--- src/design/itmc_pkg.sv ---
// ----------------------------------------------------------------------------
// itmc_pkg
// shared constants, status codes and controller/datapath interface types
// ----------------------------------------------------------------------------
`timescale 1ns / 1ps
`default_nettype none

package itmc_pkg;

    localparam int TABLE_DEPTH = 1024;
    localparam int ADDR_W      = (TABLE_DEPTH > 1) ? $clog2(TABLE_DEPTH) : 1;
    localparam int CNT_W       = $clog2(TABLE_DEPTH + 1);

    localparam int KEY_W      = 64;
    localparam int TOT_W      = 32;
    localparam int STORED_W   = 11;
    localparam int STATUS_W   = 2;
    localparam int IN_DATA_W  = 3 * KEY_W;
    localparam int OUT_FLD_W  = STATUS_W + 2 * TOT_W + STORED_W;
    localparam int OUT_DATA_W = ((OUT_FLD_W + 7) / 8) * 8;

    localparam logic OP_ADD   = 1'b0;
    localparam logic OP_QUERY = 1'b1;

    localparam logic [STATUS_W-1:0] ST_ADDED   = 2'd0;
    localparam logic [STATUS_W-1:0] ST_FULL    = 2'd1;
    localparam logic [STATUS_W-1:0] ST_INSIDE  = 2'd2;
    localparam logic [STATUS_W-1:0] ST_OUTSIDE = 2'd3;

    typedef struct packed {
        logic load;
        logic rd_en;
        logic commit_add;
        logic commit_query;
    } t_cmd;

    typedef struct packed {
        logic hit;
        logic scan_end;
        logic rd_pending;
        logic out_free;
    } t_stat;

endpackage

`default_nettype wire

--- src/design/itmc_ctrl.sv ---
// ----------------------------------------------------------------------------
// itmc_ctrl
// sequencer: accepts a transaction, runs the table scan for a query, commits the result
// ----------------------------------------------------------------------------
`timescale 1ns / 1ps
`default_nettype none

module itmc_ctrl import itmc_pkg::*; (
    input  wire  i_clk,
    input  wire  i_rst_n,
    input  wire  i_s_tvalid,
    input  wire  i_s_tuser,
    output logic o_s_tready,
    input  t_stat i_stat,
    output t_cmd  o_cmd
);

    localparam logic [1:0] S_IDLE = 2'd0;
    localparam logic [1:0] S_ADD  = 2'd1;
    localparam logic [1:0] S_SCAN = 2'd2;
    localparam logic [1:0] S_QFIN = 2'd3;

    logic [1:0] r_state;
    logic [1:0] n_state;
    logic       w_accept;

    assign o_s_tready = (r_state == S_IDLE);
    assign w_accept   = i_s_tvalid && o_s_tready;

    always_comb begin
        n_state            = r_state;
        o_cmd              = '0;
        o_cmd.load         = w_accept;
        unique case (r_state)
            S_IDLE: begin
                if (w_accept) begin
                    n_state = (i_s_tuser == OP_QUERY) ? S_SCAN : S_ADD;
                end
            end
            S_ADD: begin
                if (i_stat.out_free) begin
                    o_cmd.commit_add = 1'b1;
                    n_state          = S_IDLE;
                end
            end
            S_SCAN: begin
                o_cmd.rd_en = !i_stat.scan_end && !i_stat.hit;
                if (i_stat.hit || (i_stat.scan_end && !i_stat.rd_pending)) begin
                    n_state = S_QFIN;
                end
            end
            S_QFIN: begin
                if (i_stat.out_free) begin
                    o_cmd.commit_query = 1'b1;
                    n_state            = S_IDLE;
                end
            end
            default: n_state = S_IDLE;
        endcase
    end

    always_ff @(posedge i_clk) begin
        if (!i_rst_n) begin
            r_state <= S_IDLE;
        end else begin
            r_state <= n_state;
        end
    end

endmodule

`default_nettype wire

--- config.mk ---
export PLATFORM = sky130hd
export DESIGN_NAME = itmc_ctrl
export DESIGN_NICKNAME = d
export VERILOG_FILES = /design/src/design/itmc_pkg.sv /design/src/design/itmc_ctrl.sv
export SDC_FILE = /design/constraint.sdc
export NUM_CORES = 1
export LEC_CHECK = 0
export BUFFER_PORTS_ARGS = -buffer_cell sky130_fd_sc_hd__buf_2
export CAP_MARGIN = 20
export CELL_PAD_IN_SITES_DETAIL_PLACEMENT = 1
export CELL_PAD_IN_SITES_GLOBAL_PLACEMENT = 2
export CORE_AREA = 8 8 45 47
export CTS_BUF_LIST = sky130_fd_sc_hd__clkbuf_8
export DETAILED_ROUTE_END_ITERATION = 8
export DIE_AREA = 0 0 53 55
export PLACE_DENSITY_LB_ADDON = 0.1
export SYNTH_ARGS = -nofsm -noshare
export SYNTH_HDL_FRONTEND = slang
export SYNTH_SLANG_ARGS = --single-unit
export TNS_END_PERCENT = 20
--- constraint.sdc ---
create_clock -name i_clk -period 2.7 [get_ports i_clk]
set_clock_uncertainty 0.05 [all_clocks]
set_input_delay 0.405 -clock i_clk [delete_from_list [all_inputs] [get_ports i_clk]]
set_output_delay 0.405 -clock i_clk [all_outputs]
set_load 0.01 [all_outputs]
==> results <==
- For hold timing, the worst endpoint is r_state[1].
- Setup repair after global routing left no endpoint under its margin.
- The library cells used most frequently in the layout, excluding fill and tap cells, are sky130_fd_sc_hd__buf_2, sky130_fd_sc_hd__nor2_1, sky130_fd_sc_hd__clkbuf_8.
- The detailed router finished its first iteration with 2 violations.
- The worst setup path is of the reg2out kind.
- The critical-path cell with the highest stage delay is sky130_fd_sc_hd__dfxtp_1.
- The die footprint is 2920 um^2.
- The count of yosys warnings during synthesis is 0.
- The tightest slew margin relative to the limit is 0.820.
- The power consumption is 190 uW.
- In the routed design, unresolved DRC markers number 0.
- The core outline area is 1380 um^2.
- In this run the number of cells on the critical path is 3.
- The clock root buffer master is sky130_fd_sc_hd__clkbuf_8.
- The endpoint of the lowest-slack register-to-register path is r_state[0].
- The netlist uses 13 different library cells.
- The post-CTS clock slew at the launch and capture registers of the worst setup and hold paths is 0.03 ns.
- The register with the most flip-flops is r_state.
- The start point of the worst hold path is i_rst_n.
- During I/O placement, the number of pins put on the boundary was 13.
- The startpoint kind of the worst setup timing path is a register.
- The initial antenna violation count is 0.
- The run finished with clean final reports.
- The library cell used most frequently in the layout, excluding fill and tap cells, is sky130_fd_sc_hd__buf_2.
- Across all register-to-register paths, the minimum setup slack is 1.69 ns.
- The floorplan has 14 rows.
- The total of fill cells in the finished design is 172.
- For the pin with the worst max-slew slack, the measured transition is 0.271 ns.
- The worst hold path passes through 2 cells.
- The tool flagged a number of max-cap violations equal to 0.
- Gates resized during post-CTS repair numbered 0.
- The number of slew-limit violations in the final report is 0.
- Buffers inserted during clock tree synthesis total 3.
- The total routing resource utilization after global routing is 0.0431.
- The final layout contains 42 nets.
- The leakage power figure is 0.000122 uW.
- In this design, the stage delay of the slowest critical-path cell is 0.39 ns.
- The fraction of layout cells with a size suffix above 1 is 0.563.
- The via count of the first global-routing pass is 189.
- The number of buffers added for setup after CTS is 0.
- Subtracting the final worst setup slack from the clock period gives 1.55 ns.
- The worst-case reg-to-reg path depth is 3.
- Broken down by cell family, the worst path's largest delay share belongs to flip-flops.
- The clock latency on the worst-skew pair is 0.21 ns.
- After detailed routing, the total wire length is 536 um.
- The number of hold buffers added after cts is 0.
- The last weighted congestion value of the routability-driven placer is 0.685.
- The number of synthesized register bits is 2.
- The kind of end point of the critical path is a primary output.
- The starting utilization of the core area is 0.108.
- The peak fanout along the critical path is 4.
- The critical path contains buffers and inverters numbering 2 combined.
- The CTS tree is yes.
- The net count of the mapped netlist is 26.
- In the post-synthesis netlist, the biggest area contributors are sky130_fd_sc_hd__dfxtp_1, sky130_fd_sc_hd__a2111oi_4, sky130_fd_sc_hd__a211oi_2.
- Entering global routing, the biggest net connects 6 pins.
- In the final routing, the length of wire on met1 measures 194 um.
- The library cell with the largest summed area after synthesis is sky130_fd_sc_hd__dfxtp_1.
- The fraction of the cycle the final worst path needs is 0.575.
- The area growth from synthesis to layout is 75.8%.
- The routed via count divided by cell count is 3.63.
- The topmost layer with routed signal wires is met3.
- The maximum vdd ir drop is 0.265 mV.
- Once detail routing completed, the nets flagged for antenna violations numbered 0.
- The critical path arrival is 1.10 ns.
- The total overflow reported by the global router is 0.
- Measured along the y axis, the die boundary spans 55 um.
- Detailed routing inserted a total of 174 vias.
- The clock net sink count is 2.
- For this run, the share of the core covered by cells in the final layout is 0.191.
- The first global-routing pass estimated 821 um of wire.
- The largest registers in the layout are r_state x2.
- The number of hold violations in the final report was 0.
- The maximum achievable frequency is 644 MHz.
- The count of mapped cells out of synthesis is 18.
- After detailed routing, the average wire length per cell comes to 11.2 um.
- The register with the most flip-flops in the layout has 2 of them.
- The antenna diode count is 0.
- The sum of negative setup slack is 0 ns.
- The mean instance size in the synthesized netlist is 8.34 um^2.
- The data required time of the worst path is 2.25 ns.
- Summed over all nets, wire length on met3 after detailed routing comes to 65 um.
- The width of the die is 53 um.
- The sequential share of the synthesized area is 0.267.
- The power density over the cells is 721 nW/um^2.
- The clock passes through at most 2 buffers.
- Port buffering added 12 buffers.
- Setup violations remaining at the end of the flow were counted as 0.
- The worst register-to-register path begins at r_state[1].
- The kind of path behind the tightest hold check is in2reg.
- Detailed placement finished with a half-perimeter wire length of 443 um.
- The area share of the largest cell type after synthesis is 0.267.
- Summed over all nets, wire length on met2 after detailed routing comes to 276 um.
- The mapped netlist covers 150 um^2.
- Walking the worst path, the cells encountered are inv_2 -> nor4_1 -> buf_2.
- The count of TritonRoute iterations in the first routing pass is 2.
- The number of H-tree levels is 1.
==> cell type report <==
class                      instances  area (um^2)  share of cell area
inverter                           2         7.51              0.0284
multi-input combinational         13         95.1               0.360
tap                               16         20.0              0.0758
clock buffer                       3         41.3               0.156
sequential                         2         40.0               0.152
timing repair buffer              12         60.1               0.227
==> worst reg2reg max path, delay by kind of cell, from the launching register on <==
kind | cells | cell delay [ns]
compound gates | 2 | 0.35
buf+inv | 1 | 0.09
flops | 1 | 0.39
==> cell usage after synthesis <==
cell type	instances
sky130_fd_sc_hd__nor4_1	1
sky130_fd_sc_hd__inv_2	1
sky130_fd_sc_hd__inv_1	1
sky130_fd_sc_hd__buf_4	1
sky130_fd_sc_hd__and2_1	2
sky130_fd_sc_hd__a2111oi_4	1
sky130_fd_sc_hd__nor2_1	3
sky130_fd_sc_hd__o22ai_1	1
sky130_fd_sc_hd__a211oi_2	1
sky130_fd_sc_hd__nand2b_1	1
sky130_fd_sc_hd__dfxtp_1	2
sky130_fd_sc_hd__nand2_1	2
sky130_fd_sc_hd__a21oi_1	1
==> per-layer routing <==
layer | global-route usage | vias to the layer above
met1 | 0.0333 | 79
met2 | 0.0625 | 6
li1 | - | 89
met4 | 0.0517 | 0
met3 | 0.0348 | 0
met5 | 0 | -
==> how the worst max path moves through the flow <==
stage,start,end
floorplan,r_state[0],o_cmd[3]
global placement,i_stat[2],o_cmd[2]
detailed placement,i_stat[2],o_cmd[2]
CTS,r_state[1],o_cmd[2]
global route,r_state[1],o_cmd[2]
finish,r_state[1],o_cmd[2]
==> through the flow <==
stage	instance area (um^2)	hold WS, ns	worst slack (ns)	cells
2_1_floorplan	150	0.477	1.36	18
3_3_place_gp	223	0.581	1.34	45
3_5_place_dp	223	0.577	1.32	45
4_1_cts	264	0.365	1.12	48
5_1_grt	264	0.375	1.04	48
6_report	264	0.366	1.15	48
==> where the power goes <==
group          total, uW  switching [uW]  internal (uW)
logic               35.3            19.1           16.2
registers           38.8            5.47           33.3
clock network        116            22.1           94.2
==> cell families (layout without fill, tap and decap cells) <==
group	Yosys count	after routing	synth area share
and+or+nand+nor	9	9	0.292
AOI/OAI and AO/OA	4	4	0.342
buffers and inverters	3	17	0.100
DFF	2	2	0.267
(Power assumes the default switching activity.)
